==> config.mk <==
export PLATFORM = sky130hd
export DESIGN_NAME = chsd_fifo
export DESIGN_NICKNAME = d
export VERILOG_FILES = /design/src/hw/rtl/chsd_pkg.sv /design/src/hw/rtl/chsd_fifo.sv
export SDC_FILE = /design/constraint.sdc
export NUM_CORES = 1
export LEC_CHECK = 0
export CAP_MARGIN = 10
export CORE_UTILIZATION = 50
export CTS_CLUSTER_SIZE = 20
export DETAILED_ROUTE_END_ITERATION = 10
export DONT_BUFFER_PORTS = 1
export MAX_ROUTING_LAYER = met4
export PLACE_DENSITY_LB_ADDON = 0.1
export SLEW_MARGIN = 20
export SYNTH_ARGS = -nofsm -noshare
export SYNTH_HDL_FRONTEND = slang
export SYNTH_SLANG_ARGS = --single-unit
export TNS_END_PERCENT = 1
==> constraint.sdc <==
create_clock -name clk -period 2.5 [get_ports clk]
set_input_delay 0.125 -clock clk [delete_from_list [all_inputs] [get_ports clk]]
set_output_delay 0.125 -clock clk [all_outputs]
set_load 0.05 [all_outputs]
==> src/hw/rtl/chsd_pkg.sv <==
// shared types and constants of the canonical huffman symbol decoder
`default_nettype none
package chsd_pkg;

    localparam int MAX_CODE_LEN_DEF = 16;
    localparam int SYM_W            = 9;
    localparam int SYM_DEPTH        = 512;
    localparam int SYM_AW           = 9;
    localparam int KIND_W           = 3;
    localparam int ERR_W            = 2;
    localparam int CFG_IDX_W        = 2;
    localparam int CTRL_BASE        = 256;

    localparam logic [1:0] CFG_FILENAME_END = 2'd0;
    localparam logic [1:0] CFG_MORE_FILES   = 2'd1;
    localparam logic [1:0] CFG_ARCHIVE_END  = 2'd2;

    localparam logic [SYM_W-1:0] FILENAME_END_RST = 9'd256;
    localparam logic [SYM_W-1:0] MORE_FILES_RST   = 9'd257;
    localparam logic [SYM_W-1:0] ARCHIVE_END_RST  = 9'd258;

    localparam logic [KIND_W-1:0] KIND_FILENAME_BYTE = 3'd0;
    localparam logic [KIND_W-1:0] KIND_CONTENT_BYTE  = 3'd1;
    localparam logic [KIND_W-1:0] KIND_FILENAME_END  = 3'd2;
    localparam logic [KIND_W-1:0] KIND_MORE_FILES    = 3'd3;
    localparam logic [KIND_W-1:0] KIND_ARCHIVE_END   = 3'd4;
    localparam logic [KIND_W-1:0] KIND_ERROR         = 3'd5;

    localparam logic [ERR_W-1:0] ERR_NONE        = 2'd0;
    localparam logic [ERR_W-1:0] ERR_BAD_HEADER  = 2'd1;
    localparam logic [ERR_W-1:0] ERR_NOT_FOUND   = 2'd2;
    localparam logic [ERR_W-1:0] ERR_UNEXPECTED  = 2'd3;

    typedef enum logic [2:0] {
        PH_COUNT,
        PH_SYMBOLS,
        PH_LENGTHS,
        PH_DECODE,
        PH_WAIT,
        PH_DONE,
        PH_HALT
    } phase_t;

    typedef enum logic [1:0] {
        OP_WRITE,
        OP_LOOKUP,
        OP_ERROR
    } op_t;

    typedef enum logic [1:0] {
        ACT_CONTINUE,
        ACT_NEW_HEADER,
        ACT_DONE,
        ACT_HALT
    } act_t;

    typedef struct packed {
        op_t               op;
        logic [SYM_AW-1:0] addr;
        logic [SYM_W-1:0]  data;
        logic [ERR_W-1:0]  err;
    } cmd_t;

    typedef struct packed {
        logic valid;
        act_t act;
    } fb_t;

endpackage
`default_nettype wire

==> src/hw/rtl/chsd_fifo.sv <==
// two-entry command queue between front and back
`default_nettype none
module chsd_fifo (
    input  wire logic          clk,
    input  wire logic          rst_n,
    input  wire logic          push,
    input  wire chsd_pkg::cmd_t push_data,
    output logic               full,
    input  wire logic          pop,
    output chsd_pkg::cmd_t     pop_data,
    output logic               not_empty
);
    chsd_pkg::cmd_t entry_reg [2];
    logic       wr_ptr_reg, wr_ptr_next;
    logic       rd_ptr_reg, rd_ptr_next;
    logic [1:0] count_reg, count_next;

    assign full      = (count_reg == 2'd2);
    assign not_empty = (count_reg != 2'd0);
    assign pop_data  = entry_reg[rd_ptr_reg];

    always_comb
    begin
        wr_ptr_next = wr_ptr_reg ^ push;
        rd_ptr_next = rd_ptr_reg ^ pop;
        count_next  = count_reg + {1'b0, push} - {1'b0, pop};
    end

    always_ff @(posedge clk or negedge rst_n)
    begin
        if (!rst_n)
        begin
            wr_ptr_reg <= 1'b0;
            rd_ptr_reg <= 1'b0;
            count_reg  <= 2'd0;
        end
        else
        begin
            wr_ptr_reg <= wr_ptr_next;
            rd_ptr_reg <= rd_ptr_next;
            count_reg  <= count_next;
        end
    end

    always_ff @(posedge clk)
    begin
        if (push)
        begin
            entry_reg[wr_ptr_reg] <= push_data;
        end
    end
endmodule
`default_nettype wire

-- After elaboration in Yosys (flattened, before gate mapping)
Memory sizes are Yosys's and may differ from the RTL's.
Cells that the tools add are included.
- memory bits (read-only): 0
- flip-flop bits (word level): 4
- input bits: 26
- memories kept: 1
- RAM bits: 44
- bits in latches: 0
- output and inout port bits: 24
- $add $sub $neg: 2
- shift-type cells: 0
- eq/ne operators: 1
- muxes and demuxes: 2
- div/mod/pow operators: 0
- order comparisons: 0
- bitwise gates (word level): 2
- $mul: 0
- reduce and logical (&&, ||, !) cells: 1
- memories (name ; depth ; bits a word ; read ports ; clocked after memory_dff ; wr ports ; RTL line ; RTL):
    entry_reg ; 2 ; 22 ; 1 ; 0 ; 1 ; chsd_fifo.sv:13 ; chsd_pkg::cmd_t entry_reg [2];
- operators with widths (kind ; count):
    adder 2 x 1 -> 2 bit ; 1
    equality test 2 bit, second input constant ; 1
    2-to-1 mux 1 bit ; 2
    nonzero test 2 bit ; 1
    subtractor 2 x 1 -> 2 bit ; 1
    bitwise XOR 1 bit ; 2

-- Logic depth before layout (Yosys ltp)
- depth after elaboration: 2
- gate-level depth with buffers: 5
- gate-level depth less buffers: 5

-- Worst setup path before layout
No wires, ideal clock.
- kind: reg-to-reg
- start point: reg wr_ptr_reg
- end point: mem entry_reg[0][0] in the netlist's numbering (enable)
- setup slack: 1.108 ns
- period minus slack after synthesis: 1.392 ns
- path buffers: 0
- data arrival time: 1.012 ns
- stages on the path, launching flop included: 3
- path through: dfrtp_1 > inv_1 > ha_1
- RTL lines (what ; RTL line ; RTL):
    start, declared ; chsd_fifo.sv:14 ; logic wr_ptr_reg, wr_ptr_next;
    start signal, assigned ; chsd_fifo.sv:39 ; wr_ptr_reg <= wr_ptr_next;
    end, declared ; chsd_fifo.sv:13 ;
No word-level cell before the write port.

==> impl_metrics.ini <==
[sta]
finalCritPeriodShare_pct = 80.13
holdWs_ns = 0.02985
rsz0062_at_grt = false
setup_viol = 0
final.min_clock_period_ns = 2.003
worstMarginPinSlew_ns = 0.9339
layout_setup_ws_ns = 0.4968
drv_slew = 0
hold_viol = 0
relSlewSlack_pct = 37.74
skew_ns = 0.005042
fin_tns_setup_ns = 0
fmaxAchievable_ghz = 0.4992

[cts]
cts_buffers = 5
cts_max_level = 2
clockBufferDepth = 2
post-cts-setup-buffer-count = 0
insertion_delay_ns = 0.35
cts_root_buffer = clkbuf_4
cts.sinks = 48
cts_tree = done
clk_pin_slew_ns = 0.12

[yosys]
synth_seq_area_share_pct = 78.89
synth.distinct_cells = 10
yosysWarnings = 0
avgSynthCellArea_um2 = 21.45
synth_nets = 114
syn-instance-count = 84
ys_seq_elements = 48
syn-cell-area_um2 = 1802

[setup_path]
cp.required_ns = 2.38
arrival_ns = 1.88
path_cells = mux2_2
crit_type = reg2out
critPathMaxStageDelay_ns = 0.97
worstPathMaxFanout = 23
worst-path-buf-inv = 0
crit_path_start_kind = flop
critical_path.top_delay_family = flip-flops
cpMaxStageDelayCell = dfrtp_1
endpoint_kind = primary output

[outcome]
outcome = finished, final reports clean

[place]
hpwl_mm = 1.563
dp.cells = 130
gp_congestion = 0.6112
place_area_um2 = 1852
dp_worst_setup_slack_ns = 0.8553
portBuffers = 0

[worst_hold_path]
hold_path.class = in2async

[floorplanning]
die_x_um = 62.03
die_height_um = 62.03
start_util_pct = 53.16
fp.coreArea_um2 = 3390
fp.dieArea_um2 = 3848
ios = 50
num_rows = 21

[routing]
routed_wl_mm = 2.574
antenna_left = 0
vias_per_cell = 5.067
vias = 826
firstDrtPassIters = 4
wl_per_cell_um = 15.79
drt_iter0_drc = 32
drc = 0

[finish]
antennaDiodeCount = 0
drive_gt1_share_pct = 26.50
fin_util_pct = 64.23
largest_reg_flops = 44
area_delta_synth_final_pct = 20.83
layout.cells.non_filler = 163
fin_area_um2 = 2177
fill_cells = 257
nets = 146

[global_routing]
grt_max_degree = 24
grt_pass1_wl_mm = 3.684
grt_pass1_vias = 827
grt_usage_pct = 15.36
overflow = 0
antenna_found_initial = 0

[power_and_ir_drop]
p_leak_nw = 0.7773
irDropWorstVdd_mv = 0.6631
p_per_area_nw_per_um2 = 1218
finalPower_mw = 2.652

[flow_run]
drv_cap = 0
==> what timing repair did <==
item	4_1_cts	5_1_grt
resized for setup	0	0
endpoints found under the hold margin	51	0
setup endpoints to repair	0	0
hold buffers	25	0
==> layer usage <==
layer / track usage [%] / wire, um
met4: 10.48 / 43
met1: 14.87 / 1014
met2: 25.53 / 1351
met3: 5.383 / 165
met5: - / 0
==> where the power goes <==
part           switching [mW]  internal (mW)
registers               0.115           1.07
clock network           0.221          0.204
logic                   0.772          0.270
total                    1.11           1.54
==> cells by family after synthesis <==
kind of cell,synth area share (%)
DFF,78.89
muxes,13.75
buffers and inverters,2.083
adders and majority gates,2.778
xor gates and xnor gates,1.805
and+or+nand+nor,0.6949
==> Yosys cell counts (all sizes together) <==
master  number  area (um2)
xor3         1       23.77
buf          2       22.52
nor2b        1       6.260
dfrtp        4       100.1
or2          1       6.260
mux2        22       247.7
inv          4       15.01
xor2         1       8.760
edfxtp      44        1321
ha           4       50.05
==> cells in the final DEF, fill, tap and decap left out, drive strengths merged <==
master | synthesis | final
nor2b | 1 | 1
ha | 4 | 4
xor3 | 1 | 1
buf | 2 | 2
or2 | 1 | 1
xor2 | 1 | 1
clkbuf | 0 | 5
clkinv | 0 | 2
bufinv | 0 | 1
dfrtp | 4 | 4
edfxtp | 44 | 44
mux2 | 22 | 22
inv | 4 | 4
dlygate4sd3 | 0 | 25
==> path summary, 6_finish.rpt <==
| path | slack (ns) | cells past startpoint | to | startpoint |
|---|---|---|---|---|
| worst max-delay path | 0.50 | 1 | pop_data[10] | rd_ptr_reg |
| worst min-delay path | 0.03 | 1 | count_reg[0] | rst_n |
| worst max register to register | 1.24 | 1 | rd_ptr_reg | rd_ptr_reg |
| worst min register to register | 0.62 | 3 | wr_ptr_reg | wr_ptr_reg |
| max in group asynchronous | 2.31 | 1 | rd_ptr_reg | rst_n |
| min in group clk | 0.15 | 2 | count_reg[1] | pop |
==> area by class of cell <==
cell class	count	area [um2]	share of cell area [%]
multi-input cells	30	342.8	15.75
clock buffers	5	37.54	1.724
clock inverters	3	37.54	1.724
repair buffers	27	265.3	12.18
inverters	4	15.01	0.6897
well taps	46	57.56	2.644
flip-flops and latches	48	1421	65.29
No activity file was read; power rests on OpenSTA's default activity.
