[config.mk]
export PLATFORM = sky130hd
export DESIGN_NAME = chsd_back
export DESIGN_NICKNAME = d
export VERILOG_FILES = /design/src/hw/rtl/chsd_pkg.sv /design/src/hw/rtl/chsd_back.sv
export SDC_FILE = /design/constraint.sdc
export NUM_CORES = 2
export LEC_CHECK = 0
export BUFFER_PORTS_ARGS = -buffer_cell sky130_fd_sc_hd__buf_4
export CORE_MARGIN = 4
export CORE_UTILIZATION = 56
export CTS_BUF_LIST = sky130_fd_sc_hd__clkbuf_2 sky130_fd_sc_hd__clkbuf_4 sky130_fd_sc_hd__clkbuf_8
export CTS_CLUSTER_SIZE = 40
export DETAILED_ROUTE_END_ITERATION = 8
export PLACE_DENSITY = 0.83
export SLEW_MARGIN = 0
export SYNTH_ARGS = -nofsm -noshare
export SYNTH_HDL_FRONTEND = slang
export SYNTH_MEMORY_MAX_BITS = 65536
export SYNTH_SLANG_ARGS = --single-unit
[constraint.sdc]
create_clock -name clk -period 4.3 [get_ports clk]
set_input_delay 0.86 -clock clk [delete_from_list [all_inputs] [get_ports clk]]
set_output_delay 0.86 -clock clk [all_outputs]
set_load 0.005 [all_outputs]
[src/hw/rtl/chsd_pkg.sv]
// shared types and constants of the canonical huffman symbol decoder
`default_nettype none
package chsd_pkg;

    localparam int MAX_CODE_LEN_DEF = 16;
    localparam int SYM_W            = 9;
    localparam int SYM_DEPTH        = 512;
    localparam int SYM_AW           = 9;
    localparam int KIND_W           = 3;
    localparam int ERR_W            = 2;
    localparam int CFG_IDX_W        = 2;
    localparam int CTRL_BASE        = 256;

    localparam logic [1:0] CFG_FILENAME_END = 2'd0;
    localparam logic [1:0] CFG_MORE_FILES   = 2'd1;
    localparam logic [1:0] CFG_ARCHIVE_END  = 2'd2;

    localparam logic [SYM_W-1:0] FILENAME_END_RST = 9'd256;
    localparam logic [SYM_W-1:0] MORE_FILES_RST   = 9'd257;
    localparam logic [SYM_W-1:0] ARCHIVE_END_RST  = 9'd258;

    localparam logic [KIND_W-1:0] KIND_FILENAME_BYTE = 3'd0;
    localparam logic [KIND_W-1:0] KIND_CONTENT_BYTE  = 3'd1;
    localparam logic [KIND_W-1:0] KIND_FILENAME_END  = 3'd2;
    localparam logic [KIND_W-1:0] KIND_MORE_FILES    = 3'd3;
    localparam logic [KIND_W-1:0] KIND_ARCHIVE_END   = 3'd4;
    localparam logic [KIND_W-1:0] KIND_ERROR         = 3'd5;

    localparam logic [ERR_W-1:0] ERR_NONE        = 2'd0;
    localparam logic [ERR_W-1:0] ERR_BAD_HEADER  = 2'd1;
    localparam logic [ERR_W-1:0] ERR_NOT_FOUND   = 2'd2;
    localparam logic [ERR_W-1:0] ERR_UNEXPECTED  = 2'd3;

    typedef enum logic [2:0] {
        PH_COUNT,
        PH_SYMBOLS,
        PH_LENGTHS,
        PH_DECODE,
        PH_WAIT,
        PH_DONE,
        PH_HALT
    } phase_t;

    typedef enum logic [1:0] {
        OP_WRITE,
        OP_LOOKUP,
        OP_ERROR
    } op_t;

    typedef enum logic [1:0] {
        ACT_CONTINUE,
        ACT_NEW_HEADER,
        ACT_DONE,
        ACT_HALT
    } act_t;

    typedef struct packed {
        op_t               op;
        logic [SYM_AW-1:0] addr;
        logic [SYM_W-1:0]  data;
        logic [ERR_W-1:0]  err;
    } cmd_t;

    typedef struct packed {
        logic valid;
        act_t act;
    } fb_t;

endpackage
`default_nettype wire

[src/hw/rtl/chsd_back.sv]
// back: symbol memory, symbol classification and output register
`default_nettype none
module chsd_back (
    input  wire logic                          clk,
    input  wire logic                          rst_n,
    input  wire logic                          cmd_avail,
    input  wire chsd_pkg::cmd_t                cmd,
    output logic                               cmd_pop,
    output chsd_pkg::fb_t                      fb,
    input  wire logic                          cfg_write_en,
    input  wire logic [chsd_pkg::CFG_IDX_W-1:0] cfg_index,
    input  wire logic [chsd_pkg::SYM_W-1:0]    cfg_data,
    output logic                               out_valid,
    input  wire logic                          out_ready,
    output logic [chsd_pkg::SYM_W-1:0]         symbol,
    output logic [chsd_pkg::KIND_W-1:0]        kind,
    output logic [chsd_pkg::ERR_W-1:0]         error_code
);
    logic [chsd_pkg::SYM_W-1:0] mem [chsd_pkg::SYM_DEPTH];
    logic [chsd_pkg::SYM_W-1:0] rd_data_reg;
    logic [chsd_pkg::SYM_W-1:0] fe_reg, mf_reg, ae_reg;

    logic                       s1_valid_reg, s1_valid_next;
    logic                       s1_lookup_reg;
    logic [chsd_pkg::ERR_W-1:0] s1_err_reg;
    logic                       content_reg, content_next;
    logic                       out_valid_reg, out_valid_next;
    logic [chsd_pkg::SYM_W-1:0]  sym_reg, sym_next;
    logic [chsd_pkg::KIND_W-1:0] kind_reg, kind_next;
    logic [chsd_pkg::ERR_W-1:0]  err_reg, err_next;

    logic s1_adv, s1_free, is_write, is_ctrl;

    assign out_valid  = out_valid_reg;
    assign symbol     = sym_reg;
    assign kind       = kind_reg;
    assign error_code = err_reg;

    assign s1_adv   = s1_valid_reg && (!out_valid_reg || out_ready);
    assign s1_free  = !s1_valid_reg || s1_adv;
    assign is_write = (cmd.op == chsd_pkg::OP_WRITE);
    assign cmd_pop  = cmd_avail && (is_write || s1_free);
    assign is_ctrl  = rd_data_reg >= 9'(chsd_pkg::CTRL_BASE);

    always_comb
    begin
        s1_valid_next  = s1_valid_reg;
        if (s1_adv)
        begin
            s1_valid_next = 1'b0;
        end
        if (cmd_pop && !is_write)
        begin
            s1_valid_next = 1'b1;
        end

        out_valid_next = out_valid_reg && !out_ready;
        content_next   = content_reg;
        sym_next       = sym_reg;
        kind_next      = kind_reg;
        err_next       = err_reg;
        fb.valid       = 1'b0;
        fb.act         = chsd_pkg::ACT_CONTINUE;

        if (s1_adv)
        begin
            out_valid_next = 1'b1;
            if (!s1_lookup_reg)
            begin
                sym_next  = '0;
                kind_next = chsd_pkg::KIND_ERROR;
                err_next  = s1_err_reg;
            end
            else
            begin
                fb.valid  = 1'b1;
                sym_next  = rd_data_reg;
                err_next  = chsd_pkg::ERR_NONE;
                if (!content_reg)
                begin
                    if (rd_data_reg == fe_reg)
                    begin
                        kind_next    = chsd_pkg::KIND_FILENAME_END;
                        content_next = 1'b1;
                    end
                    else if (is_ctrl)
                    begin
                        fb.act = chsd_pkg::ACT_HALT;
                    end
                    else
                    begin
                        kind_next = chsd_pkg::KIND_FILENAME_BYTE;
                    end
                end
                else
                begin
                    if (rd_data_reg == mf_reg)
                    begin
                        kind_next    = chsd_pkg::KIND_MORE_FILES;
                        content_next = 1'b0;
                        fb.act       = chsd_pkg::ACT_NEW_HEADER;
                    end
                    else if (rd_data_reg == ae_reg)
                    begin
                        kind_next = chsd_pkg::KIND_ARCHIVE_END;
                        fb.act    = chsd_pkg::ACT_DONE;
                    end
                    else if (is_ctrl)
                    begin
                        fb.act = chsd_pkg::ACT_HALT;
                    end
                    else
                    begin
                        kind_next = chsd_pkg::KIND_CONTENT_BYTE;
                    end
                end
                if (fb.act == chsd_pkg::ACT_HALT)
                begin
                    sym_next  = '0;
                    kind_next = chsd_pkg::KIND_ERROR;
                    err_next  = chsd_pkg::ERR_UNEXPECTED;
                end
            end
        end
    end

    always_ff @(posedge clk or negedge rst_n)
    begin
        if (!rst_n)
        begin
            s1_valid_reg  <= 1'b0;
            out_valid_reg <= 1'b0;
            content_reg   <= 1'b0;
            fe_reg        <= chsd_pkg::FILENAME_END_RST;
            mf_reg        <= chsd_pkg::MORE_FILES_RST;
            ae_reg        <= chsd_pkg::ARCHIVE_END_RST;
        end
        else
        begin
            s1_valid_reg  <= s1_valid_next;
            out_valid_reg <= out_valid_next;
            content_reg   <= content_next;
            if (cfg_write_en)
            begin
                case (cfg_index)
                    chsd_pkg::CFG_FILENAME_END: fe_reg <= cfg_data;
                    chsd_pkg::CFG_MORE_FILES:   mf_reg <= cfg_data;
                    chsd_pkg::CFG_ARCHIVE_END:  ae_reg <= cfg_data;
                    default:                    ;
                endcase
            end
        end
    end

    always_ff @(posedge clk)
    begin
        sym_reg  <= sym_next;
        kind_reg <= kind_next;
        err_reg  <= err_next;
        if (cmd_pop && !is_write)
        begin
            s1_lookup_reg <= (cmd.op == chsd_pkg::OP_LOOKUP);
            s1_err_reg    <= cmd.err;
        end
    end

    // symbol memory: one write port, one registered read port
    always_ff @(posedge clk)
    begin
        if (cmd_pop && is_write)
        begin
            mem[cmd.addr] <= cmd.data;
        end
        if (cmd_pop && (cmd.op == chsd_pkg::OP_LOOKUP))
        begin
            rd_data_reg <= mem[cmd.addr];
        end
    end
endmodule
`default_nettype wire
# After elaboration in Yosys (flattened, before gate mapping)
# Memories as Yosys holds them, arrays and structs flattened. A register that Yosys moved wholly into a read port is not among the register bits.
# Cells that the tools add are included.
# word_totals
register_bits	47
latch_bits	0
mem_bits_rw	4608
rom_bits	0
inputBits	38
output_inout_bits	19
elab_cells	70
memories	1
# op_classes
add_sub_neg	0
n_mul	0
div	0
magnitude_cmp	1
eq_ne	9
shifts	0
mux	25
bitwise_logic	1
reduce_logical	22
# memory_table
memory	words	width	read_ports	rd_clocked_by_memory_dff	write_ports	line_no	rtl
mem	512	9	1	1	1	chsd_back.sv:19	logic [chsd_pkg::SYM_W-1:0] mem [chsd_pkg::SYM_DEPTH];
# ops
op	n
$eq 9x9->1	3
$mux 3	8
$mux 2	9
$ge 9x9->1 const B	1
$mux 1	8
$reduce_and 2->1	4
$logic_and 1x1->1	6
$ne 6x3->1 const B	1
$ne 5x3->1 const B	1
$eq 2x1->1 const B	2
$eq 2x2->1 const B	2
$logic_not 1->1	4
$logic_not 2->1	2
$logic_or 1x1->1	3
$reduce_and 3->1	1
$reduce_bool 2->1	1
$reduce_or 2->1	1
$not 1->1	1

# Logic depth before layout (Yosys ltp)
# depth
depth_word	10
depth_mapped	14

# Worst setup path after synthesis
# OpenSTA, ideal clock, no wires.
# synth_timing
path_kind	input-to-reg
from	in cmd[12] (netlist bit)
to	mem mem[131][0] (netlist bit), enable pin
setup_time_ns	0.374
arrival_time_ns	3.544
required_ns	3.926
path_slack_ns	0.382
stages	13
path_buffers	9
path_cell_list	buf_2 > buf_4 > buf_2 > buf_2 > buf_4 > buf_2 > buf_2 > buf_4 > nand3_1 > nor2_1 > nand2_1 > clkbuf_1 > nor2_1
# synth_rtl
element	line_no	rtl
start, declared	chsd_back.sv:7	input wire chsd_pkg::cmd_t cmd,
end, declared	chsd_back.sv:19	
# No word-level cell before the write port.

==> impl_metrics.json <==
{
  "status": "finished, final reports clean",
  "dp_cells": 13664,
  "synth_cells": 8615,
  "max-slew-margin-rel_pct": 0.8849,
  "gp_congestion": 0.9312,
  "numCtsBuffers": 692,
  "fin_cells": 14957,
  "fin_util_pct": 65.05,
  "ys.flop_type": "edfxtp_1",
  "synth_area_leaders": "edfxtp_1, mux4_2, mux2i_1",
  "worstPathMaxFanout": 4,
  "largest-register": "mem",
  "vdd_ir_drop_max_mv": 0.3730,
  "synth.top_cell.area_share_pct": 76.96,
  "grtUsageMet3_pct": 8.369,
  "ys_ff_latch": 4664,
  "first_pass_iters": 8,
  "power.total_mw": 90.16,
  "path_class": "reg -> out",
  "slew_viol_final": 0,
  "vias": 99113,
  "tightest_slew_ns": 1.484,
  "hold_path_class": "in -> async",
  "start_util_pct": 56.30,
  "clockBufferDepth": 4,
  "grt_use_total_pct": 29.19,
  "fin_nets": 10116,
  "clkTransAtPathRegs_ns": 0.06,
  "grt_max_degree": 140,
  "dieHeight_um": 576.2,
  "met1_usage_pct": 37.76,
  "cp.depth": 8,
  "area_delta_synth_final_pct": 15.53,
  "wl_per_cell_um": 32.52,
  "largest_register_ffs": 4608,
  "cts_tree": "built",
  "skew_ns": 0.1035,
  "grt_overflow": 0,
  "grt_busiest_layer": "met2",
  "grt_pass1_vias": 100934,
  "critPathTopFamily": "simple AND/OR/NAND/NOR gates",
  "syn_area_per_cell_um2": 20.99,
  "cp-start-kind": "register",
  "r2r-start": "mem[90][4]",
  "yosysWarnings": 0,
  "design.core.area_um2": 321100,
  "viasPerCell": 6.627,
  "mappedNetlistArea_um2": 180800,
  "setup_viol": 0,
  "die_w_um": 576.2,
  "cp_data_required_time_ns": 3.44,
  "hold_viol": 0,
  "clk_latency_ns": 1.25,
  "min_period_ns": 4.222,
  "ys_types": 70,
  "maxCapViolations": 0,
  "final_area_um2": 208900,
  "final_antenna_net_count": 0,
  "rsz0062_at_grt": "no",
  "crit_chain": "xor2_1, nor4_1, nand4_1, nand2_1, inv_1, o21ai_0, a21oi_1, buf_4",
  "p_leak_nw": 68.54,
  "drive_above_1_share_pct": 32.76,
  "synth_edf_count": 4634,
  "syn-num-nets": 8653,
  "synth_async_sr_flop_share_pct": 0.6432,
  "post-place-ws_ns": -0.7886,
  "ff2ff_path_depth": 9,
  "path_buf_inv": 2,
  "die_area_um2": 332000,
  "grt_pass1_wl_um": 704100,
  "h-tree-depth": 6,
  "power_density_nw_per_um2": 431.6,
  "critPathArrivalTime_ns": 3.36,
  "worst_slack_ns": 0.07802,
  "placed_area_um2": 195100,
  "whs_ns": 0.08669,
  "drc": 0,
  "cp-startpoint": "rd_data_reg[3]",
  "max_freq_mhz": 236.9,
  "io_pins": 57,
  "synth_largest_area_cell": "edfxtp_1",
  "totalWireLength_um": 486400,
  "critPathCaptureType": "output port",
  "cts.sinks": 4664,
  "first_iter_violations": 16253,
  "ys_seq_area_share_pct": 77.38,
  "cpMaxStageDelayCell": "edfxtp_1",
  "portBuffers": 56,
  "clockRootBuffer": "clkbuf_8",
  "cpPeakStageDelay_ns": 0.63,
  "hpwl_um": 308500,
  "finalCritPeriodShare_pct": 98.19,
  "met2_usage_pct": 44.39,
  "antenna_found_initial": 26,
  "setup_tns_ns": 0,
  "fp-row-count": 208
}
==> cell type report <==
type	instances	area [um2]
Sequential cell	4664	139900
Fill cell	19110	112300
Multi-Input combinational cell	3390	38490
Timing Repair Buffer	1292	11460
Clock buffer	884	11000
Tap cell	4305	5386
Clock inverter	357	2432
Inverter	38	150.1
Antenna cell	27	67.56
==> routing by layer <==
| layer | wire [um] | share of wire [%] | up-vias |
|---|---|---|---|
| met5 | 67 | 0.014 | - |
| met4 | 35240 | 7.2 | 10 |
| met3 | 67830 | 14 | 1613 |
| met2 | 226300 | 47 | 8420 |
| met1 | 157000 | 32 | 50091 |
| li1 | - | - | 38979 |
==> worst register-to-register path: cells and delay by family, from the launching register on <==
kind / cells / cell delay (ns)
AOI/OAI and AO/OA: 3 / 1.39
buffers and inverters: 2 / 0.43
DFF: 1 / 0.41
muxes: 2 / 0.91
and+or+nand+nor: 2 / 0.62
==> where the power goes <==
group	switching (mW)	internal, mW	total, mW	leakage [nW]
registers	0.0581	50.1	50.1	42.0
clock network	17.3	17.9	35.2	7.09
logic	2.95	1.84	4.79	19.5
==> placed cells by master (no fill, tap or decap), types with 14 or more instances in the layout <==
cell type and instances:
a211oi_1 19, a21oi_1 99, a221oi_1 15, a22o_1 27, a22oi_1 181, a31oi_1 15
and2_1 22, and3_1 16, buf_12 128, buf_4 1134, bufinv_16 15, clkbuf_4 187
clkbuf_8 698, clkinv_1 181, clkinv_2 95, dfrtp_1 25, diode_2 27, dlygate4sd3_1 18
edfxtp_1 4634, inv_1 36, inv_12 15, mux2_2 83, mux2i_1 463, mux4_2 1004
nand2_1 169, nand2_4 14, nand3_1 104, nand4_1 92, nor2_1 541, nor2b_1 19
nor3_1 15, nor4_1 16, o211ai_1 42, o21ai_0 146, o221ai_1 16, o22ai_1 109
xnor2_1 16
==> cells by family (layout without fill, tap and decap cells) <==
family,count (synthesis),after routing,share of synthesized area [%]
other,0,27,0
buffers and inverters,561,2571,1.454
XOR/XNOR,27,27,0.1308
multiplexers,1556,1556,15.67
flip-flops,4664,4664,77.38
AND/OR/NAND/NOR,1083,1083,2.702
AO/OA/AOI/OAI,724,724,2.661
==> repair_timing <==
action / 4_1_cts / 5_1_grt
setup buffers: 7 / 0
endpoints found under the setup margin: 2 / 2
hold buffers: 18 / 0
endpoints found under the hold margin: 79 / 0
gates resized for setup: 1 / 1
==> cells in the mapped netlist, drive strengths merged, types with 11 or more instances <==
| master | n |
|---|---|
| a32oi | 11 |
| nand2 | 188 |
| o22ai | 109 |
| clkbuf | 228 |
| a22oi | 181 |
| mux2 | 83 |
| o21ai | 146 |
| nor2b | 25 |
| and2 | 25 |
| nand3 | 104 |
| o211ai | 42 |
| mux2i | 463 |
| xnor2 | 16 |
| edfxtp | 4634 |
| and3 | 17 |
| dfrtp | 25 |
| nor2 | 543 |
| a211oi | 19 |
| mux4 | 1010 |
| buf | 295 |
| nand4 | 92 |
| nor3 | 17 |
| inv | 38 |
| nor4 | 19 |
| o221ai | 16 |
| a31oi | 15 |
| a221oi | 15 |
| a22o | 27 |
| xor2 | 11 |
| a21oi | 99 |
==> worst paths after layout <==
| check | end | slack (ns) |
|---|---|---|
| max in group asynchronous | fe_reg[8] | 3.85 |
| setup / recovery | fb[1] | 0.08 |
| setup reg to reg | rd_data_reg[4] | 0.36 |
| hold reg to reg | out_valid | 0.53 |
| min in group clk | mem[236][0] | 0.18 |
| hold / removal | mf_reg[1] | 0.09 |
Note: power is estimated with default switching activity, not from simulation.
