File: config.mk
export PLATFORM = sky130hd
export DESIGN_NAME = chsd_front
export DESIGN_NICKNAME = d
export VERILOG_FILES = /design/src/hw/rtl/chsd_pkg.sv /design/src/hw/rtl/chsd_front.sv
export SDC_FILE = /design/constraint.sdc
export NUM_CORES = 1
export LEC_CHECK = 0
export ABC_CLOCK_PERIOD_IN_PS = 7700
export BUFFER_PORTS_ARGS = -buffer_cell sky130_fd_sc_hd__buf_2
export CAP_MARGIN = 20
export CORE_UTILIZATION = 40
export CTS_BUF_LIST = sky130_fd_sc_hd__clkbuf_8 sky130_fd_sc_hd__clkbuf_16
export CTS_CLUSTER_DIAMETER = 120
export DETAILED_ROUTE_END_ITERATION = 12
export PLACE_DENSITY = 0.65
export SKIP_CTS_REPAIR_TIMING = 1
export SYNTH_ARGS = -nofsm -noshare
export SYNTH_HDL_FRONTEND = slang
export SYNTH_SLANG_ARGS = --single-unit
File: constraint.sdc
create_clock -name clk -period 7.7 [get_ports clk]
set_input_delay 1.54 -clock clk [delete_from_list [all_inputs] [get_ports clk]]
set_output_delay 1.54 -clock clk [all_outputs]
set_load 0.01 [all_outputs]
File: src/hw/rtl/chsd_pkg.sv
// shared types and constants of the canonical huffman symbol decoder
`default_nettype none
package chsd_pkg;

    localparam int MAX_CODE_LEN_DEF = 16;
    localparam int SYM_W            = 9;
    localparam int SYM_DEPTH        = 512;
    localparam int SYM_AW           = 9;
    localparam int KIND_W           = 3;
    localparam int ERR_W            = 2;
    localparam int CFG_IDX_W        = 2;
    localparam int CTRL_BASE        = 256;

    localparam logic [1:0] CFG_FILENAME_END = 2'd0;
    localparam logic [1:0] CFG_MORE_FILES   = 2'd1;
    localparam logic [1:0] CFG_ARCHIVE_END  = 2'd2;

    localparam logic [SYM_W-1:0] FILENAME_END_RST = 9'd256;
    localparam logic [SYM_W-1:0] MORE_FILES_RST   = 9'd257;
    localparam logic [SYM_W-1:0] ARCHIVE_END_RST  = 9'd258;

    localparam logic [KIND_W-1:0] KIND_FILENAME_BYTE = 3'd0;
    localparam logic [KIND_W-1:0] KIND_CONTENT_BYTE  = 3'd1;
    localparam logic [KIND_W-1:0] KIND_FILENAME_END  = 3'd2;
    localparam logic [KIND_W-1:0] KIND_MORE_FILES    = 3'd3;
    localparam logic [KIND_W-1:0] KIND_ARCHIVE_END   = 3'd4;
    localparam logic [KIND_W-1:0] KIND_ERROR         = 3'd5;

    localparam logic [ERR_W-1:0] ERR_NONE        = 2'd0;
    localparam logic [ERR_W-1:0] ERR_BAD_HEADER  = 2'd1;
    localparam logic [ERR_W-1:0] ERR_NOT_FOUND   = 2'd2;
    localparam logic [ERR_W-1:0] ERR_UNEXPECTED  = 2'd3;

    typedef enum logic [2:0] {
        PH_COUNT,
        PH_SYMBOLS,
        PH_LENGTHS,
        PH_DECODE,
        PH_WAIT,
        PH_DONE,
        PH_HALT
    } phase_t;

    typedef enum logic [1:0] {
        OP_WRITE,
        OP_LOOKUP,
        OP_ERROR
    } op_t;

    typedef enum logic [1:0] {
        ACT_CONTINUE,
        ACT_NEW_HEADER,
        ACT_DONE,
        ACT_HALT
    } act_t;

    typedef struct packed {
        op_t               op;
        logic [SYM_AW-1:0] addr;
        logic [SYM_W-1:0]  data;
        logic [ERR_W-1:0]  err;
    } cmd_t;

    typedef struct packed {
        logic valid;
        act_t act;
    } fb_t;

endpackage
`default_nettype wire

File: src/hw/rtl/chsd_front.sv
// front: header loading, code tables and bitwise code matching
`default_nettype none
module chsd_front #(
    parameter int MAX_CODE_LEN = chsd_pkg::MAX_CODE_LEN_DEF
) (
    input  wire logic                     clk,
    input  wire logic                     rst_n,
    input  wire logic                     in_valid,
    output logic                          in_ready,
    input  wire logic [chsd_pkg::SYM_W-1:0] value,
    output logic                          cmd_valid,
    output chsd_pkg::cmd_t                cmd,
    input  wire logic                     cmd_full,
    input  wire chsd_pkg::fb_t            fb
);
    localparam int LW = $clog2(MAX_CODE_LEN + 1);
    localparam int ML = MAX_CODE_LEN;

    chsd_pkg::phase_t phase_reg, phase_next;
    logic [8:0]    expected_reg, expected_next;
    logic [8:0]    loaded_reg, loaded_next;
    logic [8:0]    assigned_reg, assigned_next;
    logic [LW-1:0] hdr_len_reg, hdr_len_next;
    logic [ML:0]   next_code_reg, next_code_next;
    logic [LW-1:0] max_len_reg, max_len_next;
    logic [ML-1:0] last_code_reg, last_code_next;
    logic [ML-1:0] partial_reg, partial_next;
    logic [LW-1:0] part_len_reg, part_len_next;

    logic [ML:0]   first_tab [ML+1];
    logic [8:0]    count_tab [ML+1];
    logic [8:0]    base_tab  [ML+1];

    logic          fire, tab_we;
    logic [LW:0]   len;
    logic [9:0]    sum;
    logic [ML+1:0] start, limit;
    logic [ML-1:0] pc;
    logic [LW-1:0] dlen;
    logic [ML:0]   dfirst, off;
    logic [8:0]    dcount;
    logic          match, dead;

    assign in_ready = (phase_reg != chsd_pkg::PH_WAIT) && !cmd_full;
    assign fire     = in_valid && in_ready;

    // length-count arithmetic
    assign len   = {1'b0, hdr_len_reg} + (LW+1)'(1);
    assign sum   = {1'b0, assigned_reg} + {1'b0, value};
    assign start = {1'b0, next_code_reg} << 1;
    assign limit = (ML+2)'(1) << len;

    // one code bit
    assign pc     = {partial_reg[ML-2:0], value[0]};
    assign dlen   = part_len_reg + LW'(1);
    assign dfirst = first_tab[dlen];
    assign dcount = count_tab[dlen];
    assign off    = {1'b0, pc} - dfirst;
    assign match  = (dcount != 9'd0) && ({1'b0, pc} >= dfirst)
                    && (off < (ML+1)'(dcount));
    assign dead   = pc > (last_code_reg >> (max_len_reg - dlen));

    always_comb
    begin
        phase_next     = phase_reg;
        expected_next  = expected_reg;
        loaded_next    = loaded_reg;
        assigned_next  = assigned_reg;
        hdr_len_next   = hdr_len_reg;
        next_code_next = next_code_reg;
        max_len_next   = max_len_reg;
        last_code_next = last_code_reg;
        partial_next   = partial_reg;
        part_len_next  = part_len_reg;
        tab_we         = 1'b0;
        cmd_valid      = 1'b0;
        cmd.op         = chsd_pkg::OP_WRITE;
        cmd.addr       = loaded_reg;
        cmd.data       = value;
        cmd.err        = chsd_pkg::ERR_NONE;

        case (phase_reg)
            chsd_pkg::PH_COUNT:
            begin
                if (fire)
                begin
                    expected_next = value;
                    loaded_next   = 9'd0;
                    phase_next    = (value == 9'd0) ? chsd_pkg::PH_DECODE
                                                    : chsd_pkg::PH_SYMBOLS;
                end
            end
            chsd_pkg::PH_SYMBOLS:
            begin
                if (fire)
                begin
                    cmd_valid   = 1'b1;
                    loaded_next = loaded_reg + 9'd1;
                    if (({1'b0, loaded_reg} + 10'd1) >= {1'b0, expected_reg})
                    begin
                        phase_next = chsd_pkg::PH_LENGTHS;
                    end
                end
            end
            chsd_pkg::PH_LENGTHS:
            begin
                if (fire)
                begin
                    if ((len > (LW+1)'(ML)) || (sum > {1'b0, expected_reg})
                        || ((start + (ML+2)'(value)) > limit))
                    begin
                        cmd_valid  = 1'b1;
                        cmd.op     = chsd_pkg::OP_ERROR;
                        cmd.err    = chsd_pkg::ERR_BAD_HEADER;
                        phase_next = chsd_pkg::PH_HALT;
                    end
                    else
                    begin
                        tab_we         = 1'b1;
                        next_code_next = (ML+1)'(start + (ML+2)'(value));
                        assigned_next  = sum[8:0];
                        hdr_len_next   = len[LW-1:0];
                        if (sum == {1'b0, expected_reg})
                        begin
                            max_len_next   = len[LW-1:0];
                            last_code_next = ML'(start + (ML+2)'(value) - (ML+2)'(1));
                            phase_next     = chsd_pkg::PH_DECODE;
                        end
                        else if (len >= (LW+1)'(ML))
                        begin
                            cmd_valid  = 1'b1;
                            cmd.op     = chsd_pkg::OP_ERROR;
                            cmd.err    = chsd_pkg::ERR_BAD_HEADER;
                            phase_next = chsd_pkg::PH_HALT;
                        end
                    end
                end
            end
            chsd_pkg::PH_DECODE:
            begin
                if (fire)
                begin
                    if (part_len_reg >= max_len_reg)
                    begin
                        cmd_valid  = 1'b1;
                        cmd.op     = chsd_pkg::OP_ERROR;
                        cmd.err    = chsd_pkg::ERR_NOT_FOUND;
                        phase_next = chsd_pkg::PH_HALT;
                    end
                    else if (match)
                    begin
                        cmd_valid     = 1'b1;
                        cmd.op        = chsd_pkg::OP_LOOKUP;
                        cmd.addr      = base_tab[dlen] + off[8:0];
                        partial_next  = '0;
                        part_len_next = '0;
                        phase_next    = chsd_pkg::PH_WAIT;
                    end
                    else if (dead)
                    begin
                        cmd_valid  = 1'b1;
                        cmd.op     = chsd_pkg::OP_ERROR;
                        cmd.err    = chsd_pkg::ERR_NOT_FOUND;
                        phase_next = chsd_pkg::PH_HALT;
                    end
                    else
                    begin
                        partial_next  = pc;
                        part_len_next = dlen;
                    end
                end
            end
            chsd_pkg::PH_WAIT:
            begin
                if (fb.valid)
                begin
                    case (fb.act)
                        chsd_pkg::ACT_CONTINUE:   phase_next = chsd_pkg::PH_DECODE;
                        chsd_pkg::ACT_NEW_HEADER:
                        begin
                            phase_next     = chsd_pkg::PH_COUNT;
                            expected_next  = '0;
                            loaded_next    = '0;
                            assigned_next  = '0;
                            hdr_len_next   = '0;
                            next_code_next = '0;
                            max_len_next   = '0;
                            last_code_next = '0;
                        end
                        chsd_pkg::ACT_DONE:       phase_next = chsd_pkg::PH_DONE;
                        default:                  phase_next = chsd_pkg::PH_HALT;
                    endcase
                end
            end
            default:
            begin
                // done or halted: words are taken and dropped
            end
        endcase
    end

    always_ff @(posedge clk or negedge rst_n)
    begin
        if (!rst_n)
        begin
            phase_reg     <= chsd_pkg::PH_COUNT;
            expected_reg  <= '0;
            loaded_reg    <= '0;
            assigned_reg  <= '0;
            hdr_len_reg   <= '0;
            next_code_reg <= '0;
            max_len_reg   <= '0;
            last_code_reg <= '0;
            partial_reg   <= '0;
            part_len_reg  <= '0;
        end
        else
        begin
            phase_reg     <= phase_next;
            expected_reg  <= expected_next;
            loaded_reg    <= loaded_next;
            assigned_reg  <= assigned_next;
            hdr_len_reg   <= hdr_len_next;
            next_code_reg <= next_code_next;
            max_len_reg   <= max_len_next;
            last_code_reg <= last_code_next;
            partial_reg   <= partial_next;
            part_len_reg  <= part_len_next;
        end
    end

    // per-length tables, each entry written before any bit reads it
    always_ff @(posedge clk)
    begin
        if (tab_we)
        begin
            first_tab[len[LW-1:0]] <= start[ML:0];
            count_tab[len[LW-1:0]] <= value;
            base_tab[len[LW-1:0]]  <= assigned_reg;
        end
    end
endmodule
`default_nettype wire

After elaboration in Yosys (flattened, before gate mapping)
Memories as Yosys holds them, arrays and structs flattened.
Cells that the tools add are included.

cells by class
  $lt $le $gt $ge = 9
  shift operators = 2
  multiply operators = 0
  mux-type cells = 84
  reductions and logical operators = 21
  $add $sub $neg = 10
  div/mod/pow operators = 0
  bitwise operators = 1
  eq/ne operators = 20

operators by type and width
  cell                   count
  $mux 9                 10
  $mux 16                5
  $mux 17                4
  $mux 5                 9
  $mux 3                 12
  $pmux 9 s2             2
  $pmux 17 s2            1
  $pmux 16 s2            1
  $mux 15                2
  $pmux 9 s3             1
  $mux 2                 11
  $ne 2x2->1 const B     10
  $pmux 5 s2             2
  $add 18x9->18          1
  $gt 18x18->1           1
  $mux 1                 18
  $shl 1x6->18 const A   1
  $ge 16x17->1           1
  $lt 17x9->1            1
  $sub 16x17->17         1
  $gt 16x16->1           1
  $shr 16x5->16          1
  $sub 16x1->16 const B  1
  $pmux 3 s5             1
  39 further kinds       49

word-level totals
  bits in registers = 93
  output and inout bits = 24
  memories kept = 3
  memory bits (writable) = 578
  latch bits = 0
  bits in read-only memories = 0
  bits of input ports = 16
  word-level logic and storage cells = 160

memories
  name       words  width  rd ports  clocked after memory_dff  write ports  line              source
  first_tab  17     16     1         0                         1            chsd_front.sv:30  logic [ML:0] first_tab [ML+1];
  base_tab   17     9      1         0                         1            chsd_front.sv:32  logic [8:0] base_tab [ML+1];
  count_tab  17     9      1         0                         1            chsd_front.sv:31  logic [8:0] count_tab [ML+1];

Longest topological paths before layout
  word-level depth = 9
  mapped depth = 28
  mapped depth without buffers = 23

Worst setup path after synthesis
No wires, ideal clock.

  kind = input port to flip-flop
  start point = input value[1] in the netlist's numbering
  end point = memory base_tab[16][0] (enable)
  path buffers = 1
  data required time = 7.230 ns
  library setup time = 0.470 ns
  setup slack = -0.761 ns
  stages = 21
  arrival time = 7.991 ns
  cells stage by stage = ha_1 -> fa_1 -> a21o_1 -> a21oi_1 -> o21bai_1 -> a2111oi_1 -> nor3_1 -> nand3_1 -> xor2_1 -> inv_1 -> ha_1 -> a21o_1 -> a21o_1 -> a21o_1 -> a21o_1 -> a221oi_1 -> o21a_1 -> o2111a_1 -> clkbuf_1 -> a31oi_1 -> nor3_1

between the ends
  longest elaborated chain between the ends = 9
  elaborated cells on any way between the ends = 11
  those cells by class = add/sub (2); order compare (2); mux (5); reduce/logical (2)

ends and longest elaborated chain
  element                                                line               source
  from (decl)                                            chsd_front.sv:10   input wire logic [chsd_pkg::SYM_W-1:0] value,
  branches (longest 3 deep; another with $add 18x9->18)  --
  $logic_or 1x1->1 (*)                                   chsd_front.sv:110  || ((start + (ML+2)'(value)) > limit))
  $mux 1 (*)                                             chsd_front.sv:109  if ((len > (LW+1)'(ML)) || (sum > {1'b0, expected_reg})
  $mux 1 (*)                                             chsd_front.sv:107  if (fire)
  $mux 1 (*)                                             chsd_front.sv:82   case (phase_reg)
  $mux 1 (*)                                             chsd_front.sv:235  if (tab_we)
  $mux 1 (implied by the code) (*)                       chsd_front.sv:239  base_tab[len[LW-1:0]] <= assigned_reg;
  to (decl)                                              chsd_front.sv:32

Mark *: on every way between the ends.

==> impl_metrics.ini <==
[run_status]
run_status = finished, violations left
violations = negative setup slack

[finish]
num_antenna_cells = 0
stdcell_area_um2 = 36100
layout_common_cells = 578 x sky130_fd_sc_hd__edfxtp_1, 187 x sky130_fd_sc_hd__nand2_1, 168 x sky130_fd_sc_hd__mux4_2, 118 x sky130_fd_sc_hd__ha_1, 112 x sky130_fd_sc_hd__buf_4
num-nets-final = 2239
largest_reg_flops = 272
final_layout_size_suffix_gt1_share_pct = 24.3
final_common_cell = sky130_fd_sc_hd__edfxtp_1
post_layout_nonfiller_instances = 3183
syn2layout_area_growth_pct = 16.9

[yosys]
mappedNetlistArea_um2 = 30900
syn_avg_cell_area_um2 = 16.0
number_of_synthesized_flops_with_an_enable_pin = 578
postSynth.topFlopCell = sky130_fd_sc_hd__edfxtp_1
synth_net_count = 2075
synth_cell_types = 79
synth_seq_area_share_pct = 63.8
ys_ff_latch = 671
synth_async_sr_flop_share_pct = 13.9
syn-instance-count = 1932
yosys_warnings = 0

[power]
ir_worst_vdd_mv = 0.158
total_leakage_power_nw = 12.9
pwr_density_cell_nw_per_um2 = 272
p_total_mw = 9.80

[place]
placement.io_buffers = 39
place_worst_setup_slack_ns = -0.0536
place_congestion = 0.907
cell_area_reported_after_detailed_placement_um2 = 33300
dpl.hpwl_mm = 51.8
post-place-cells = 3032

[die]
floorplan.initialDensity_pct = 40.6
fp.dieW_um = 280
die_h_um = 280
die-area_um2 = 78300
core_um2 = 76100
row_count = 101
pin_count = 40

[setup_path]
worstSetupEndpointType = output pin
worstPathRequired_ns = 6.16
start_kind = flip-flop
worstPathArrival_ns = 6.47
worst_setup_path_startpoint = part_len_reg[0]
cp_max_fo = 12
timing_worst_setup_path_type = reg2out
critical_path.reg2reg.startpoint = next_code_reg[2]

[sta]
achievable-frequency_mhz = 125
worst_slew_pin_slew_ns = 1.05
layout_setup_ws_ns = -0.306
timing.final.crit_share_pct = 104
rsz0062_at_grt = true
finalMaxSlewViolations = 0
min_period_ns = 8.01
final-hold-violation-count = 0
setup_violations = 10
timing.max_slew.rel_slack_pct = 29.6
tns_ns = -2.59
post_route_clock_skew_ns = 0.0271

[cts]
tritoncts_num_sinks = 671
clkTransAtPathRegs_ns = 0.06
clkLatencyLatePin_ns = 0.63
cts.htree.levels = 3
cts_tree = built
clockRootBuffer = sky130_fd_sc_hd__clkbuf_16
cts_max_path_buffers = 3
numCtsBuffers = 73

[global_route]
number_of_global_route_vias_before_repair = 18261
wire_length_of_the_first_global_routing_pass_mm = 120
antenna_violations_before_repair = 1
grt-ovfl-total = 0
globalRouteTotalUtil_pct = 20.8
grt_max_degree = 75

[detailed_routing]
drt_iter0_drc = 1933
post_drt_via_cell_ratio = 5.69
vias = 18117
routed_wire_length_per_instance_um = 25.5
wl_mm = 81.2
detail_route.first_pass.iterations = 6
drc_errors = 0
antenna_violating_nets_post_route = 0

[hold_path]
min-delay-path-class = reg2reg
holdCritStartpoint = expected_reg[6]

[job]
drv.max_cap_violation_count = 0
==> Yosys cell counts, types with 3 or more instances <==
| cell | count | area [µm²] |
|---|---|---|
| sky130_fd_sc_hd__ha_1 | 122 | 1530 |
| sky130_fd_sc_hd__nand2b_1 | 20 | 125 |
| sky130_fd_sc_hd__nand4_1 | 13 | 81.3 |
| sky130_fd_sc_hd__xor2_1 | 23 | 201 |
| sky130_fd_sc_hd__a31oi_1 | 3 | 18.8 |
| sky130_fd_sc_hd__buf_1 | 16 | 60.1 |
| sky130_fd_sc_hd__mux4_2 | 168 | 3780 |
| sky130_fd_sc_hd__nand2_1 | 190 | 713 |
| sky130_fd_sc_hd__edfxtp_1 | 578 | 17400 |
| sky130_fd_sc_hd__a21o_1 | 34 | 255 |
| sky130_fd_sc_hd__mux2_2 | 4 | 45.0 |
| sky130_fd_sc_hd__o21ai_0 | 57 | 285 |
| sky130_fd_sc_hd__buf_2 | 10 | 50.1 |
| sky130_fd_sc_hd__inv_1 | 49 | 184 |
| sky130_fd_sc_hd__nand3b_1 | 4 | 30.0 |
| sky130_fd_sc_hd__clkbuf_1 | 48 | 180 |
| sky130_fd_sc_hd__nor2_1 | 56 | 210 |
| sky130_fd_sc_hd__dfrtp_1 | 93 | 2330 |
| sky130_fd_sc_hd__nor2b_1 | 17 | 106 |
| sky130_fd_sc_hd__buf_6 | 6 | 67.6 |
| sky130_fd_sc_hd__buf_4 | 10 | 75.1 |
| sky130_fd_sc_hd__a21oi_1 | 57 | 285 |
| sky130_fd_sc_hd__o31ai_1 | 24 | 180 |
| sky130_fd_sc_hd__o21bai_1 | 6 | 45.0 |
| sky130_fd_sc_hd__fa_1 | 5 | 100 |
| sky130_fd_sc_hd__or3_1 | 3 | 18.8 |
| sky130_fd_sc_hd__and2_1 | 8 | 50.1 |
| sky130_fd_sc_hd__mux2_4 | 9 | 135 |
| sky130_fd_sc_hd__a22o_1 | 25 | 219 |
| sky130_fd_sc_hd__mux2i_1 | 51 | 510 |
| sky130_fd_sc_hd__o21a_1 | 12 | 90.1 |
| sky130_fd_sc_hd__a211o_1 | 3 | 26.3 |
| sky130_fd_sc_hd__nor4_1 | 9 | 56.3 |
| sky130_fd_sc_hd__nor4b_1 | 3 | 26.3 |
| sky130_fd_sc_hd__and3_1 | 15 | 93.8 |
| sky130_fd_sc_hd__nor3b_1 | 3 | 22.5 |
| sky130_fd_sc_hd__nand3_1 | 59 | 295 |
| sky130_fd_sc_hd__o32ai_1 | 7 | 61.3 |
| sky130_fd_sc_hd__nor3_1 | 16 | 80.1 |
| sky130_fd_sc_hd__xnor2_1 | 46 | 403 |
==> path summary, 6_finish.rpt <==
kind,endpoint,slack (ns),depth (start not counted)
setup / recovery,cmd[18],-0.31,26
hold / removal,expected_reg[6],0.49,2
setup reg to reg,first_tab[4][7],1.85,21
hold reg to reg,expected_reg[6],0.49,2
max in group asynchronous,loaded_reg[1],5.85,3
min in group asynchronous,partial_reg[9],0.79,1
==> routing by layer <==
metal | vias to the layer above | GRT usage (%) | wire length, µm
met4 | 0 | 5.23 | 1830
met2 | 605 | 34.1 | 39400
met5 | - | 0 | 0
li1 | 7941 | - | -
met3 | 107 | 3.19 | 5130
met1 | 9464 | 29.2 | 34800
==> power breakdown <==
part	leakage, nW	internal, mW	total, mW	switching, mW
logic	5.26	0.746	1.76	1.01
clock network	1.23	2.01	3.48	1.46
registers	6.46	4.26	4.56	0.300
==> worst max-delay path, stage by stage, from the launching register on <==
cell	delay, ns
sky130_fd_sc_hd__dfrtp_4	0.53
sky130_fd_sc_hd__ha_4	0.38
sky130_fd_sc_hd__buf_4	0.16
sky130_fd_sc_hd__buf_12	0.15
sky130_fd_sc_hd__buf_4	0.15
sky130_fd_sc_hd__mux4_2	0.29
sky130_fd_sc_hd__mux4_2	0.49
sky130_fd_sc_hd__mux2i_1	0.16
sky130_fd_sc_hd__buf_4	0.17
sky130_fd_sc_hd__ha_1	0.24
sky130_fd_sc_hd__o21a_1	0.13
sky130_fd_sc_hd__nor2_1	0.12
sky130_fd_sc_hd__a21oi_1	0.08
sky130_fd_sc_hd__xor2_1	0.19
sky130_fd_sc_hd__ha_1	0.20
sky130_fd_sc_hd__a2111o_1	0.28
sky130_fd_sc_hd__nor4_1	0.28
sky130_fd_sc_hd__nand3_1	0.15
sky130_fd_sc_hd__nor4_2	0.15
sky130_fd_sc_hd__and4b_1	0.23
sky130_fd_sc_hd__nor4b_4	0.18
sky130_fd_sc_hd__buf_4	0.18
sky130_fd_sc_hd__and2_4	0.15
sky130_fd_sc_hd__nor2b_4	0.20
sky130_fd_sc_hd__clkbuf_16	0.18
sky130_fd_sc_hd__mux2_4	0.29
sky130_fd_sc_hd__buf_2	0.14
==> through the flow <==
step | hold slack (ns) | utilization (%)
2_1_floorplan | 0.443 | -
3_3_place_gp | 0.471 | 43.8
3_5_place_dp | 0.481 | 43.8
4_1_cts | 0.494 | 46.9
5_1_grt | 0.518 | 47.4
6_report | 0.488 | 47.4
==> cells by family (layout without fill, tap and decap cells) <==
group                    Yosys count  in the layout  synth area share [%]
AO/OA/AOI/OAI                    263            263                  5.76
XOR/XNOR                          71             71                  2.06
adder cells (fa/ha/maj)          127            127                  5.27
buffers and inverters            140            361                  2.01
flip-flops                       671            671                  63.8
multiplexers                     233            233                  14.5
AND/OR/NAND/NOR                  427            427                  6.56
==> layout make-up <==
| type | instances | area [µm²] |
|---|---|---|
| Inverter | 50 | 188 |
| Tap cell | 1030 | 1290 |
| Clock buffer | 75 | 1870 |
| Sequential cell | 671 | 19700 |
| Timing Repair Buffer | 179 | 1610 |
| Clock inverter | 57 | 538 |
| Fill cell | 6423 | 40000 |
| Multi-Input combinational cell | 1121 | 10900 |
Power figures use the tool's default switching activity.
